==> src/rtl/core/mvd_pkg.sv <==
`default_nettype none
package mvd_pkg;

  localparam int VECTOR_MAX = 1024;
  localparam int ADDR_W     = $clog2(VECTOR_MAX);
  localparam int LEN_W      = 11;
  localparam int LEN_EFF_W  = (ADDR_W + 1 > LEN_W) ? ADDR_W + 1 : LEN_W;
  localparam int COL_W      = 16;
  localparam int DATA_W     = 32;
  localparam int ACC_W      = 64;
  localparam int CFG_IDX_W  = 1;
  localparam int CFG_DATA_W = 16;

  localparam logic [CFG_IDX_W-1:0] REG_VECTOR_LENGTH = 1'b0;
  localparam logic [CFG_IDX_W-1:0] REG_COLUMN_COUNT  = 1'b1;

  localparam logic [LEN_W-1:0] LEN_RESET  = 11'd1024;
  localparam logic [COL_W-1:0] COLS_RESET = 16'd1;

  localparam logic FUNC_LOAD = 1'b0;
  localparam logic FUNC_MAC  = 1'b1;

  // Per-element control that travels with a matrix element down the pipe
  typedef struct packed {
    logic             first;
    logic             col_end;
    logic             last;
    logic [COL_W-1:0] col;
  } mvd_ctl_t;

endpackage
`default_nettype wire

==> src/rtl/core/mvd_if.sv <==
`default_nettype none


interface mvd_out_if
  import mvd_pkg::*;
  ();
  logic                     valid;
  logic                     ready;
  logic signed [DATA_W-1:0] out_value;
  logic        [COL_W-1:0]  column_index;
  logic                     last_column;

  modport source (output valid, out_value, column_index, last_column, input ready);
  modport sink   (input valid, out_value, column_index, last_column, output ready);
endinterface
`default_nettype wire

==> src/rtl/core/mvd_mac.sv <==
`default_nettype none
module mvd_mac
  import mvd_pkg::*;
(
  input  wire logic              clk,
  input  wire logic              rst_n,
  input  wire logic              s1_valid,
  input  wire mvd_ctl_t          s1_ctl,
  input  wire logic [DATA_W-1:0] s1_operand,
  input  wire logic [DATA_W-1:0] s1_vec,
  output logic                   adv,
  mvd_out_if.source              res
);

  logic                    s2_valid_r;
  mvd_ctl_t                s2_ctl_r;
  logic signed [ACC_W-1:0] prod_r;
  logic                    s3_emit_r;
  logic [COL_W-1:0]        s3_col_r;
  logic                    s3_last_r;
  logic signed [ACC_W-1:0] acc_r, acc_nxt;
  logic signed [ACC_W-1:0] acc_base;
  logic signed [ACC_W:0]   sum;
  logic signed [ACC_W-1:0] acc_shr;
  logic [DATA_W-1:0]       q16;
  logic                    out_valid_r;
  logic [DATA_W-1:0]       out_value_r;
  logic [COL_W-1:0]        out_col_r;
  logic                    out_last_r;

  // Hold the whole pipe only when a column result cannot leave
  assign adv = !(s3_emit_r && out_valid_r && !res.ready);

  // Saturating accumulate; first element of a column starts from zero
  always_comb begin
    acc_base = s2_ctl_r.first ? '0 : acc_r;
    sum      = {acc_base[ACC_W-1], acc_base} + {prod_r[ACC_W-1], prod_r};
    if (sum[ACC_W] != sum[ACC_W-1]) begin
      acc_nxt = sum[ACC_W] ? {1'b1, {(ACC_W-1){1'b0}}} : {1'b0, {(ACC_W-1){1'b1}}};
    end else begin
      acc_nxt = sum[ACC_W-1:0];
    end
  end

  // Floor shift by 16, then clamp to 32 bits
  always_comb begin
    acc_shr = acc_r >>> 16;
    if (acc_shr[ACC_W-1:DATA_W-1] == '0 || acc_shr[ACC_W-1:DATA_W-1] == '1) begin
      q16 = acc_shr[DATA_W-1:0];
    end else begin
      q16 = acc_shr[ACC_W-1] ? {1'b1, {(DATA_W-1){1'b0}}} : {1'b0, {(DATA_W-1){1'b1}}};
    end
  end

  always_ff @(posedge clk) begin
    if (!rst_n) begin
      s2_valid_r  <= 1'b0;
      s3_emit_r   <= 1'b0;
      out_valid_r <= 1'b0;
    end else begin
      if (adv) begin
        s2_valid_r <= s1_valid;
        s3_emit_r  <= s2_valid_r && s2_ctl_r.col_end;
      end
      if (adv && s3_emit_r) begin
        out_valid_r <= 1'b1;
      end else if (res.ready) begin
        out_valid_r <= 1'b0;
      end
    end
  end

  always_ff @(posedge clk) begin
    if (adv) begin
      s2_ctl_r <= s1_ctl;
      prod_r   <= $signed(s1_vec) * $signed(s1_operand);
      s3_col_r  <= s2_ctl_r.col;
      s3_last_r <= s2_ctl_r.last;
      if (s2_valid_r) begin
        acc_r <= acc_nxt;
      end
      if (s3_emit_r) begin
        out_value_r <= q16;
        out_col_r   <= s3_col_r;
        out_last_r  <= s3_last_r;
      end
    end
  end

  assign res.valid        = out_valid_r;
  assign res.out_value    = out_value_r;
  assign res.column_index = out_col_r;
  assign res.last_column  = out_last_r;

endmodule
`default_nettype wire
==> src/flat_wrapper.sv <==
// flat-port wrapper written by rule: the top's interface ports become plain ports
module mvd_mac_flat import mvd_pkg::*;
  (clk, rst_n, s1_valid, s1_ctl, s1_operand, s1_vec, adv, res_valid, res_out_value, res_column_index, res_last_column, res_ready);
  mvd_out_if res_i ();
  input  wire logic clk;
  input  wire logic rst_n;
  input  wire logic s1_valid;
  input  wire mvd_ctl_t s1_ctl;
  input  wire logic [DATA_W-1:0] s1_operand;
  input  wire logic [DATA_W-1:0] s1_vec;
  output logic adv;
  output wire logic [$bits(res_i.valid)-1:0] res_valid;
  output wire logic [$bits(res_i.out_value)-1:0] res_out_value;
  output wire logic [$bits(res_i.column_index)-1:0] res_column_index;
  output wire logic [$bits(res_i.last_column)-1:0] res_last_column;
  input wire logic [$bits(res_i.ready)-1:0] res_ready;
  assign res_valid = res_i.valid;
  assign res_out_value = res_i.out_value;
  assign res_column_index = res_i.column_index;
  assign res_last_column = res_i.last_column;
  assign res_i.ready = res_ready;
  mvd_mac u_core (.clk(clk), .rst_n(rst_n), .s1_valid(s1_valid), .s1_ctl(s1_ctl), .s1_operand(s1_operand), .s1_vec(s1_vec), .adv(adv), .res(res_i));
endmodule
==> config.mk <==
export PLATFORM = sky130hd
export DESIGN_NAME = mvd_mac_flat
export DESIGN_NICKNAME = d
export VERILOG_FILES = /design/src/rtl/core/mvd_pkg.sv /design/src/rtl/core/mvd_if.sv /design/src/rtl/core/mvd_mac.sv /design/src/flat_wrapper.sv
export SDC_FILE = /design/constraint.sdc
export NUM_CORES = 2
export LEC_CHECK = 0
export BUFFER_PORTS_ARGS = -buffer_cell sky130_fd_sc_hd__buf_4
export CORE_AREA = 2 2 349 351
export CTS_CLUSTER_DIAMETER = 30
export DETAILED_ROUTE_END_ITERATION = 16
export DIE_AREA = 0 0 351 353
export HOLD_SLACK_MARGIN = 0.02
export PLACE_DENSITY_LB_ADDON = 0.08
export SYNTH_ARGS = -nofsm -noshare
export SYNTH_HDL_FRONTEND = slang
export SYNTH_SLANG_ARGS = --single-unit
==> constraint.sdc <==
create_clock -name clk -period 11.8 [get_ports clk]
set_clock_uncertainty 0.05 [all_clocks]
set_input_delay 2.36 -clock clk [delete_from_list [all_inputs] [get_ports clk]]
set_output_delay 2.36 -clock clk [all_outputs]
set_load 0.03 [all_outputs]
* After elaboration in Yosys (flattened, before gate mapping)
Cells that the tools add are included.
Word-level totals: flip-flop bits (word level) 216, latch bits 0, memory bits (writable) 0, memory bits (read-only) 0, output and inout port bits 51, logic and storage cells 37, memories 0
Operators by class: add/sub/neg operators 1, multiply operators 1, div/mod/pow operators 0, magnitude comparators 0, eq/ne operators 2, shifts and indexed selects 0, multiplexer cells 7, bitwise gates (word level) 1, reduce and logical (&&, ||, !) cells 11
Operators with widths (count):
- $mux 64 | 3
- $add 64x64->65 | 1
- $mul 32x32->64 | 1
- $mux 32 | 2
- $eq 33x33->1 const B | 1
- $logic_not 33->1 | 1
- $logic_and 1x1->1 | 4
- $reduce_and 2->1 | 2
- $logic_not 1->1 | 2
- $mux 1 | 2
- $reduce_bool 2->1 | 1
- $logic_or 1x1->1 | 1
- $ne 1x1->1 | 1
- $not 1->1 | 1

* Longest topological paths before layout
depth in word-level cells 5, gate-level depth with buffers 31, gate-level depth less buffers 29

* Least setup slack after synthesis
OpenSTA, ideal clock, no wires.
kind input -> register, start input s1_operand[2], end register u_core.prod_r[63], data pin, setup time 260 ps, arrival 9534 ps, data required time 11490 ps, slack 1957 ps, stages on the path 28, cell sequence clkbuf_1 -> nand2_1 -> inv_1 -> fa_1 -> inv_1 -> fa_1 -> inv_1 -> fa_1 -> fa_1 -> inv_1 -> fa_1 -> inv_1 -> fa_1 -> inv_1 -> fa_1 -> inv_1 -> fa_1 -> ha_1 -> clkbuf_1 -> a21oi_1 -> nor2b_1 -> nor4_1 -> o41a_1 -> o21ai_0 -> a21oi_1 -> o21ai_0 -> o41a_1 -> xnor2_1
Between the ends: cells in the longest elaborated chain, start to end 1
RTL lines:
- start, declared | RTL line flat_wrapper.sv:9 | input wire logic [DATA_W-1:0] s1_operand;
- $mul 32x32->64 | RTL line mvd_mac.sv:76 | prod_r <= $signed(s1_vec) * $signed(s1_operand);
- end signal, assigned | RTL line mvd_mac.sv:76
- end, declared | RTL line mvd_mac.sv:17 | logic signed [ACC_W-1:0] prod_r;
No other way between the ends. A chain may end at the register's enable or synchronous reset.

* Final worst setup path
start input s1_vec[31], end register u_core.prod_r[62], data pin
Between the ends: cells in the longest elaborated chain, start to end 1
RTL lines:
- start, declared | RTL line flat_wrapper.sv:10 | input wire logic [DATA_W-1:0] s1_vec;
- $mul 32x32->64 | RTL line mvd_mac.sv:76
No other way between the ends.

==> results.cfg <==
[sta]
hold_ws_ps = 370
fin_tns_setup_ps = 0
maxSlewViolCount = 0
hold_viol_final = 0
relSlewSlack_pct = 32.7
period_needed_ps = 10180
rsz0062_at_grt = no
fmax_mhz = 98.2
fin_crit_sh_pct = 86.3
setup_viol = 0
worstMarginPinSlew_ps = 1010

[synthesis]
netlist_area_um2 = 47800
synth_enable_flop_cells = 213
yosys_warnings = 0
synth_top_area_share_pct = 45.4
synth-seq-area-share_pct = 13.5
synthCells = 4936
synth_cell_types = 72
ys_ff_latch = 216
synthArstFlopShare_pct = 0
synth-main-ff-cell = edfxtp_1
ys_top_cells_by_area = fa_1 45%, edfxtp_1 13%, inv_1 8.1%, and2_1 6.6%, ha_1 6.5%
yosys.area.top_type = fa_1
syn_area_per_cell_um2 = 9.68
syn_nets = 6354

[finish]
fin_nets = 6266
fillers = 12000
layout-drive-gt1-share_pct = 4.52
area_growth_syn_to_layout_pct = 6.71

[clock_tree]
insertion_delay_ps = 550
cts_hold_buf = 0
cts_tree = built
post_cts_buffers = 0
root_buffer = clkbuf_16
clockBufferDepth = 3
cts_made_buffers = 29
clk_pin_slew_ps = 60
cts_resized = 0
clock-sinks = 216
cts-htree-levels = 1

[detailed_routing]
drt_wl_total_um = 132000
dr.pass1.iters = 7
ant_nets = 0
drt-initial-drc-count = 2033
avgRoutedWirePerCell_um = 20.3
num_vias = 32700
drt-vias-per-instance = 5.03
drc_errors = 0

[global_route]
overflow = 0
grt.total_usage_pct = 21.9
grt_pass1_wl_um = 210000
grt_max_degree = 65
antenna_found_initial = 5
first_global_vias = 35300

[critical_path]
cp-start-kind = primary input
rr_startpoint = u_core.s2_ctl_r[18]
criticalPathCategory = in -> reg
r2r_end = u_core.acc_r[29]
worstPathArrival_ps = 10420
cp.required_ps = 12040
ff2ff_path_depth = 16
cp-end-kind = flop
worstSetupStartpoint = s1_vec[31]
critical_path_peak_fanout = 32
ff2ff_setup_slack_ps = 6620

[floorplanning]
die_h_um = 353
dieArea_um2 = 124000
ioPinCount = 138
start_util_pct = 39.6
num_rows = 128
coreArea_um2 = 121000
die_x_um = 351

[hold_path]
min_from = u_core.s2_ctl_r[6]
hold_path_end = u_core.s3_col_r[6]
holdPathStages = 0
min_path_type = reg -> reg

[placed_design]
globalplace.congestion = 0.875
io_buffer_count = 137
place_hpwl_um = 105000

[run_status]
status = completed

[job]
maxCapViolCount = 0
synthesized netlist by cell type (24+ instances only):
library cell,n
nor2_1,100
ha_1,248
nor3_1,31
nand2_1,605
o21bai_1,24
nor2b_1,85
inv_1,1028
nand3_1,40
xor2_1,34
a21o_1,57
nand4_1,42
fa_1,1083
and2_1,504
o21ai_0,75
edfxtp_1,213
clkbuf_1,256
xnor2_1,94
o21a_1,47
a21oi_1,180
metal layers:
layer	part of all wire (%)	global-route usage, %	up-vias
met3	4.8	1.65	81
met1	50	34.6	17100
met4	1.1	2.73	2
met2	44	33.6	781
met5	0.0099	0	-
li1	-	-	14700
per-stage QoR:
step,instance area (µm²),setup slack [ps],util [%],cells
2_1_floorplan,47800,1960,-,4936
3_3_place_gp,50000,1000,41.4,6442
3_5_place_dp,50000,1030,41.4,6442
4_1_cts,51000,1610,42.3,6494
5_1_grt,51000,1030,42.3,6494
6_report,51000,1620,42.3,6497
state kept, by name, indices dropped and copies added, names as in the netlist, 16 cells and up:
name	count
u_core.acc_r	64
u_core.prod_r	64
u_core.res.out_value	32
u_core.s2_ctl_r	19
u_core.res.column_index	16
u_core.s3_col_r	16
cell usage in the layout, fill, tap and decap left out, drive strengths merged, types with 15 or more instances in the layout:
| cell | n |
|---|---|
| fa | 1083 |
| inv | 1035 |
| nand2 | 605 |
| and2 | 504 |
| ha | 248 |
| edfxtp | 213 |
| a21oi | 183 |
| buf | 150 |
| nor2 | 100 |
| xnor2 | 94 |
| nor2b | 85 |
| o21ai | 84 |
| a21o | 57 |
| o21a | 47 |
| nand4 | 43 |
| nand3 | 40 |
| xor2 | 34 |
| nor3 | 31 |
| clkbuf | 29 |
| o21bai | 24 |
| nand2b | 17 |
| a211oi | 16 |
| o211ai | 15 |
critical path, cell delays in order:
cell and delay, ps:
buf_4 220, and2_1 230, fa_1 540, inv_1 80
fa_1 510, inv_1 70, fa_1 870, inv_1 180
fa_1 560, inv_1 50, fa_1 500, inv_1 50
fa_1 550, fa_1 430, fa_1 490, inv_1 40
ha_1 400, nand4_1 190, nor4_1 420, nand4_1 350
a2111oi_0 620, nor2_1 190, o21ai_1 250, a221oi_1 120
xnor2_1 130
layout make-up:
class                           count  area (µm²)  area share (%)
Tap cell                         1625        2030            3.99
Inverter                         1028        3860            7.57
Timing Repair Buffer              150        1130            2.21
Clock buffer                       29         726            1.42
Antenna cell                        3        7.51          0.0147
Sequential cell                   216        6460            12.7
Clock inverter                     23         318           0.623
Multi-Input combinational cell   3423       36500            71.5
cell families after synthesis:
family / after synthesis / share of synthesized area, %
AO/OA/AOI/OAI: 500 / 6.69
XOR/XNOR: 128 / 2.35
AND/OR/NAND/NOR: 1459 / 15.3
buffers and inverters: 1297 / 10.2
flip-flops: 216 / 13.5
multiplexers: 1 / 0.0236
adder cells (fa/ha/maj): 1335 / 51.9
worst max-delay path by stage:
stage                                   end  slack (ps)  cells after the start
final                     u_core.prod_r[62]        1620                     25
after CTS                 u_core.prod_r[62]        1610                     25
after global routing      u_core.prod_r[62]        1030                     26
after floorplan           u_core.prod_r[63]        1960                     28
after global placement    u_core.prod_r[62]        1000                     26
after detailed placement  u_core.prod_r[62]        1030                     25
Power is left out: the tool's default activity adds up to more than one toggle a clock period on the data nets, which glitch-free logic cannot reach.
