### src/rtl/core/mvd_pkg.sv
`default_nettype none
package mvd_pkg;

  localparam int VECTOR_MAX = 1024;
  localparam int ADDR_W     = $clog2(VECTOR_MAX);
  localparam int LEN_W      = 11;
  localparam int LEN_EFF_W  = (ADDR_W + 1 > LEN_W) ? ADDR_W + 1 : LEN_W;
  localparam int COL_W      = 16;
  localparam int DATA_W     = 32;
  localparam int ACC_W      = 64;
  localparam int CFG_IDX_W  = 1;
  localparam int CFG_DATA_W = 16;

  localparam logic [CFG_IDX_W-1:0] REG_VECTOR_LENGTH = 1'b0;
  localparam logic [CFG_IDX_W-1:0] REG_COLUMN_COUNT  = 1'b1;

  localparam logic [LEN_W-1:0] LEN_RESET  = 11'd1024;
  localparam logic [COL_W-1:0] COLS_RESET = 16'd1;

  localparam logic FUNC_LOAD = 1'b0;
  localparam logic FUNC_MAC  = 1'b1;

  // Per-element control that travels with a matrix element down the pipe
  typedef struct packed {
    logic             first;
    logic             col_end;
    logic             last;
    logic [COL_W-1:0] col;
  } mvd_ctl_t;

endpackage
`default_nettype wire

### src/rtl/core/mvd_ctrl.sv
`default_nettype none
module mvd_ctrl
  import mvd_pkg::*;
(
  input  wire logic                  clk,
  input  wire logic                  rst_n,
  input  wire logic                  cfg_we,
  input  wire logic [CFG_IDX_W-1:0]  cfg_index,
  input  wire logic [CFG_DATA_W-1:0] cfg_data,
  input  wire logic                  accept,
  input  wire logic                  adv,
  input  wire logic                  func,
  input  wire logic [DATA_W-1:0]     operand,
  output logic                       mem_we,
  output logic      [ADDR_W-1:0]     mem_waddr,
  output logic                       mem_re,
  output logic      [ADDR_W-1:0]     mem_raddr,
  output logic                       s1_valid,
  output mvd_ctl_t                   s1_ctl,
  output logic      [DATA_W-1:0]     s1_operand
);

  logic [LEN_W-1:0]     vlen_r;
  logic [COL_W-1:0]     cols_r;
  logic [ADDR_W-1:0]    load_idx_r, load_idx_nxt;
  logic [ADDR_W-1:0]    red_idx_r, red_idx_nxt;
  logic [COL_W-1:0]     col_r, col_nxt;
  logic [LEN_EFF_W-1:0] len_eff;
  logic [COL_W:0]       cols_eff;
  logic [ADDR_W-1:0]    pos;
  logic [LEN_EFF_W-1:0] pos_inc;
  logic                 red_end;
  logic                 col_last;
  logic                 s1_valid_r;
  mvd_ctl_t             s1_ctl_r, ctl_nxt;
  logic [DATA_W-1:0]    s1_operand_r;

  // Register writes
  always_ff @(posedge clk) begin
    if (!rst_n) begin
      vlen_r <= LEN_RESET;
      cols_r <= COLS_RESET;
    end else if (cfg_we) begin
      case (cfg_index)
        REG_VECTOR_LENGTH: vlen_r <= cfg_data[LEN_W-1:0];
        REG_COLUMN_COUNT:  cols_r <= cfg_data[COL_W-1:0];
        default: ;
      endcase
    end
  end

  always_comb begin
    if (vlen_r == '0) begin
      len_eff = LEN_EFF_W'(1);
    end else if (int'(vlen_r) > VECTOR_MAX) begin
      len_eff = LEN_EFF_W'(VECTOR_MAX);
    end else begin
      len_eff = LEN_EFF_W'(vlen_r);
    end
    cols_eff = (cols_r == '0) ? (COL_W+1)'(1) : {1'b0, cols_r};

    pos     = (LEN_EFF_W'(load_idx_r) >= len_eff) ? '0 : load_idx_r;
    pos_inc = LEN_EFF_W'(pos) + LEN_EFF_W'(1);

    red_end  = (LEN_EFF_W'(red_idx_r) + LEN_EFF_W'(1)) >= len_eff;
    col_last = ({1'b0, col_r} + (COL_W+1)'(1)) >= cols_eff;

    ctl_nxt.first   = (red_idx_r == '0);
    ctl_nxt.col_end = red_end;
    ctl_nxt.last    = col_last;
    ctl_nxt.col     = col_r;

    load_idx_nxt = load_idx_r;
    red_idx_nxt  = red_idx_r;
    col_nxt      = col_r;
    if (accept) begin
      if (func == FUNC_LOAD) begin
        // a load at position zero restarts the reduction
        if (pos == '0) begin
          red_idx_nxt = '0;
          col_nxt     = '0;
        end
        load_idx_nxt = (pos_inc >= len_eff) ? '0 : pos_inc[ADDR_W-1:0];
      end else begin
        if (red_end) begin
          red_idx_nxt = '0;
          col_nxt     = col_last ? '0 : col_r + COL_W'(1);
        end else begin
          red_idx_nxt = red_idx_r + ADDR_W'(1);
        end
      end
    end
  end

  always_ff @(posedge clk) begin
    if (!rst_n) begin
      load_idx_r <= '0;
      red_idx_r  <= '0;
      col_r      <= '0;
      s1_valid_r <= 1'b0;
    end else begin
      load_idx_r <= load_idx_nxt;
      red_idx_r  <= red_idx_nxt;
      col_r      <= col_nxt;
      if (adv) begin
        s1_valid_r <= accept && (func == FUNC_MAC);
      end
    end
  end

  always_ff @(posedge clk) begin
    if (accept) begin
      s1_ctl_r     <= ctl_nxt;
      s1_operand_r <= operand;
    end
  end

  assign mem_we     = accept && (func == FUNC_LOAD);
  assign mem_waddr  = pos;
  assign mem_re     = accept && (func == FUNC_MAC);
  assign mem_raddr  = red_idx_r;
  assign s1_valid   = s1_valid_r;
  assign s1_ctl     = s1_ctl_r;
  assign s1_operand = s1_operand_r;

endmodule
`default_nettype wire

### config.mk
export PLATFORM = sky130hd
export DESIGN_NAME = mvd_ctrl
export DESIGN_NICKNAME = d
export VERILOG_FILES = /design/src/rtl/core/mvd_pkg.sv /design/src/rtl/core/mvd_ctrl.sv
export SDC_FILE = /design/constraint.sdc
export NUM_CORES = 1
export LEC_CHECK = 0
export BUFFER_PORTS_ARGS = -buffer_cell sky130_fd_sc_hd__buf_2
export CAP_MARGIN = 25
export CORE_ASPECT_RATIO = 0.8
export CORE_MARGIN = 2
export CORE_UTILIZATION = 40
export CTS_CLUSTER_SIZE = 28
export DETAILED_ROUTE_END_ITERATION = 7
export PLACE_DENSITY_LB_ADDON = 0.08
export SYNTH_ARGS = -nofsm -noshare
export SYNTH_HDL_FRONTEND = slang
export SYNTH_SLANG_ARGS = --single-unit
### constraint.sdc
create_clock -name clk -period 9.3 [get_ports clk]
set_clock_uncertainty 0.2 [all_clocks]
set_input_delay 2.79 -clock clk [delete_from_list [all_inputs] [get_ports clk]]
set_output_delay 2.79 -clock clk [all_outputs]
set_load 0.02 [all_outputs]
# Yosys cells after proc, flatten, opt, wreduce, memory -nomap -nowiden
# Cells that the tools add are included.
[classes]
eq_ne = 1
muxes = 12
bitwise_logic = 2
reduce_logical = 12
magnitude_cmp = 5
addsub = 5
[ops]
columns = ["operator", "n"]
rows = [
  ["16-bit two-way mux", 5],
  ["10-bit two-way mux", 5],
  ["10-bit by 1-bit adder with 11-bit output, second input constant", 2],
  ["11-bit greater-or-equal comparator", 2],
  ["11-bit two-way mux", 2],
  ["10-bit logical NOT", 2],
  ["16-bit by 1-bit adder with 17-bit output, second input constant", 1],
  ["17-bit by 16-bit greater-or-equal comparator with 1-bit output", 1],
  ["16-bit by 1-bit adder with 16-bit output, second input constant", 1],
  ["16-bit logical NOT", 1],
  ["10-bit by 11-bit greater-or-equal comparator with 1-bit output", 1],
  ["11-bit greater-than comparator, second input constant", 1],
  ["11-bit logical NOT", 1],
  ["10-bit by 1-bit adder with 10-bit output, second input constant", 1],
  ["2-bit AND reduction", 4],
  ["3-bit AND reduction", 1],
  ["1-bit logical AND", 2],
  ["2-bit by 1-bit inequality test with 1-bit output, second input constant", 1],
  ["1-bit NOT", 2],
  ["2-bit nonzero test", 1],
]
[totals]
inputBits = 55
ff_bits = 115
output_inout_bits = 74
wordCells = 48

# Depth between registers and ports, before layout
[logic_depth]
word_depth = 8
mapped_depth = 23

# Worst setup path before layout
# Ideal clock, no wire load.
[synth_path]
path_type = "input port to output port"
startpoint = "input func"
endpoint = "output mem_we"
path_slack_ns = 2.972
n_path_buf = 1
stages = 3
t_arrival_ns = 3.338
cell_sequence = "nand2b_1 > clkbuf_1 > inv_1"
[synth_via]
elab_chain_len = 2
[synth_lines]
columns = ["element", "line_no", "text"]
rows = [
  ["from (decl)", "mvd_ctrl.sv:12", "input wire logic func,"],
  ["1-bit NOT (no source line)", "-", ""],
  ["1-bit logical AND", "mvd_ctrl.sv:118", "assign mem_we = accept && (func == FUNC_LOAD);"],
  ["to (decl)", "mvd_ctrl.sv:14", "output logic mem_we,"],
]
# Every way passes these cells.

# Worst setup path after layout
[layout_path]
startpoint = "register vlen_r[3]"
endpoint = "output mem_waddr[0]"
[layout_via]
elab_chain_len = 5
word_cells_on_any_way = 6
classes_between = "order compare (2); mux (3); reduce/logical (1)"
[layout_lines]
columns = ["element", "line_no", "text"]
rows = [
  ["from (decl)", "mvd_ctrl.sv:23", "logic [LEN_W-1:0] vlen_r;"],
  ["from (signal assigned)", "mvd_ctrl.sv:45", "REG_VECTOR_LENGTH: vlen_r <= cfg_data[LEN_W-1:0];"],
  ["11-bit greater-than comparator", "mvd_ctrl.sv:55", "end else if (int'(vlen_r) > VECTOR_MAX) begin"],
  ["11-bit two-way mux", "mvd_ctrl.sv:55", ""],
  ["11-bit two-way mux *", "mvd_ctrl.sv:53", "if (vlen_r == '0) begin"],
  ["10-bit by 11-bit greater-or-equal comparator with 1-bit output *", "mvd_ctrl.sv:62", "pos = (LEN_EFF_W'(load_idx_r) >= len_eff) ? '0 : load_idx_r;"],
  ["10-bit two-way mux *", "mvd_ctrl.sv:62", ""],
  ["to (decl)", "mvd_ctrl.sv:15", "output logic [ADDR_W-1:0] mem_waddr,"],
]
# Every way passes the cells marked *; elsewhere a longest branch is shown, timed or not.

==> run_results.csv <==
group,metric,value,unit
sta,setup_tns,0,ps
drt,vias,5094,
pwr,power,0.00132,W
cts,cts_tree,"done",
sta,max_freq,152,MHz
drt,via_per_inst,5.31,
place,post-dp-hpwl,11400,um
sta,slew_headroom,0.373,
drt,routed.top_layer,"met4",
logic_synthesis,syn_nets,736,
drt,routed_wl,15300,um
cts,cts-root-buf,"clkbuf_16",
die,core.rowCount,40,
drt,postRouteAntennaNets,0,
finish,area_growth_syn_to_layout,22.8,%
sta,period_share,0.709,
logic_synthesis,async_reset_ff_frac,0,
logic_synthesis,avgSynthCellArea,9.67,um2
cts,h-tree-depth,4,
drt,drt-met1-wl,7670,um
finish,nFillCells,1420,
outcome,outcome,"completed",
pwr,p_leak,3.23,nW
critical_path,reg2reg_setup_slack,3340,ps
critical_path,crit_arrival,3600,ps
logic_synthesis,yosysWarnings,0,
logic_synthesis,syn_area,0.00607,mm2
critical_path,crit_family,"compound AO/OA/AOI/OAI gates",
drt,dr.pass1.iters,5,
cts,path_clk_slew,50,ps
logic_synthesis,synth_area_leaders,"edfxtp_1 25%, dfxtp_1 21%, ha_1 11%",
critical_path,crit_required,6310,ps
sta,rsz0062_at_grt,"no",
global_routing,grt_max_degree,56,
critical_path,cpMaxStageDelayCell,"a21oi_1",
die,die_w,142,um
critical_path,endpoint_kind,"output port",
logic_synthesis,synthDistinctLibCells,61,
finish,drive_gt1_frac,0.241,
critical_path,path_cells,"nor4_1, a31oi_1, nor2_1, ha_1, nand2b_1, a211oi_1, o31ai_1, a21oi_1, nand2_1, inv_1, buf_2",
drt,drc,0,
critical_path,cp_max_fo,12,
die,ios,129,
global_routing,grt_use_total,0.199,
sta,tightest_slew,940,ps
run,drv_cap,0,
logic_synthesis,ys_seq_area_frac,0.463,
drt,wl_met3,892,um
cts,post_cts_buffers,0,
min_path,hold_class,"register to register",
logic_synthesis,ys_ff_latch,115,
critical_path,reg2reg_to,"load_idx_r[2]",
cts,cts_resized,0,
die,start_util,0.407,
drt,first_iter_violations,296,
logic_synthesis,synth_edf_count,51,
global_routing,grt_first_pass_wirelength,24800,um
drt,wire_per_inst,15.9,um
drt,wl_met2,6550,um
pwr,powerDensity,177,mW/mm2
finish,fin_area,0.00746,mm2
critical_path,r2r_cells,21,
logic_synthesis,synth_largest_area_cell,"edfxtp_1",
sta,drv_slew,0,
critical_path,path_class,"register to output port",
finish,n_antenna_cell,0,
place,place_congestion,0.836,
min_path,min_from,"cols_r[12]",
cts,hold_buffers,0,
place,port_buffers,128,
die,dieArea,0.0162,mm2
critical_path,critical_path_buf_inv_count,2,
sta,setup-violations-final,0,
logic_synthesis,synth_most_common_cell,"nand2_1",
critical_path,slowest_delay,670,ps
logic_synthesis,synth_top_area_share,0.252,
pwr,ir_drop,0.143,mV
place,dpl_cell_area,0.00689,mm2
sta,hold_violations,0,
min_path,hold_depth,2,
die,core_area,0.0149,mm2
global_routing,gr-total-overflow,0,
min_path,worstHoldEndpoint,"cols_r[12]",
sta,fin_hold_ws,274,ps
cts,cts_sinks,115,
logic_synthesis,ys.flop_type,"dfxtp_1",
finish,nets,867,
sta,period_needed,6590,ps
logic_synthesis,syn_inst,628,
cts,clock_latency,410,ps
global_routing,antenna_found_initial,0,
cts,cts_buffer_depth,2,
die,die_y,114,um
cts,numCtsBuffers,17,
critical_path,reg2reg_from,"vlen_r[3]",
global_routing,grt_pass1_vias,4815,
logic_synthesis,synth_commonest_cells,"94 x nand2_1, 64 x dfxtp_1, 53 x ha_1",
critical_path,start_kind,"register",
==> flip-flops by register name, summed over array words and instances (netlist names) <==
name and cells:
vlen_r 11, mem_raddr 10, load_idx_r 10, s1_operand 32, col_r 16, cols_r 16, s1_ctl 19, s1_valid 1
==> area by class of cell <==
| cell class | instances | area, um2 | share of cell area |
|---|---|---|---|
| Multi-Input combinational cell | 452 | 3030 | 0.406 |
| Sequential cell | 115 | 2810 | 0.377 |
| Timing Repair Buffer | 131 | 674 | 0.0904 |
| Clock buffer | 19 | 433 | 0.0581 |
| Tap cell | 189 | 236 | 0.0317 |
| Inverter | 42 | 158 | 0.0211 |
| Clock inverter | 12 | 116 | 0.0156 |
==> worst register-to-register path, stage by stage, from the launching register on <==
cell and delay (ps):
dfxtp_1 330, nor4_1 330, a31oi_1 170, nor2_1 380
ha_1 320, nand2b_1 130, a211oi_1 230, o31ai_1 150
a21oi_1 670, nand2_1 180, inv_1 130, ha_1 200
nand3_1 200, nor2_1 180, xnor2_1 150, nor2_1 70
ha_1 210, a21o_1 180, a211oi_1 530, o21ai_2 260
or4b_1 530, a31oi_1 170
==> cells by family (layout without fill, tap and decap cells) <==
group	Yosys count	in the layout	synth area share
flops	115	115	0.463
simple gates	234	234	0.194
fa+ha+maj	53	53	0.109
buf+inv	61	204	0.0406
mux	2	2	0.00536
compound gates	143	143	0.159
xor+xnor	20	20	0.0289
==> cells in the final DEF, fill, tap and decap left out, types with 4 or more instances in the layout <==
master,instances
inv_1,41
o21ai_2,8
or2_2,9
and3_1,14
clkinv_2,5
buf_2,128
and2_1,12
a211oi_1,6
dfxtp_1,64
ha_1,53
o211ai_1,12
edfxtp_1,51
nand4_1,8
nand2_1,94
clkbuf_16,17
a211o_1,6
a21o_1,8
o221ai_1,5
xor2_1,10
or3_1,6
nor2b_1,4
a21oi_1,52
nor3_1,5
nand2b_1,14
nor2_1,26
o21a_1,5
o21ai_0,9
a31oi_1,14
nand3_1,18
nor4_1,11
xnor2_1,10
==> metal layers <==
metal  GRT usage  up-vias
met4      0.0653        0
li1            -     2524
met3      0.0498       15
met5           0        -
met1       0.289     2418
met2       0.288      137
==> how the worst max path moves through the flow <==
| stage | startpoint | end | slack [ps] | cells after the start |
|---|---|---|---|---|
| final | vlen_r[3] | mem_waddr[0] | 2710 | 11 |
| after CTS | vlen_r[3] | mem_waddr[0] | 2690 | 11 |
| after global placement | accept | mem_we | 2760 | 4 |
| after floorplan | func | mem_we | 2970 | 3 |
| after detailed placement | accept | mem_we | 2740 | 4 |
| after global routing | vlen_r[3] | mem_waddr[0] | 2460 | 11 |
==> metrics by stage <==
step           setup WS (ps)  utilization  instances
6_report                2710        0.500        960
3_5_place_dp            2740        0.462        928
4_1_cts                 2690        0.499        959
3_3_place_gp            2760        0.461        927
2_1_floorplan           2970            -        628
5_1_grt                 2460        0.500        960
==> power by group <==
part	internal (W)	switching [W]
Sequential	0.000553	0.0000118
Clock	0.000387	0.000221
Combinational	0.0000501	0.0000928
Total	0.000990	0.000326
Note: power is estimated with default switching activity, not from simulation.
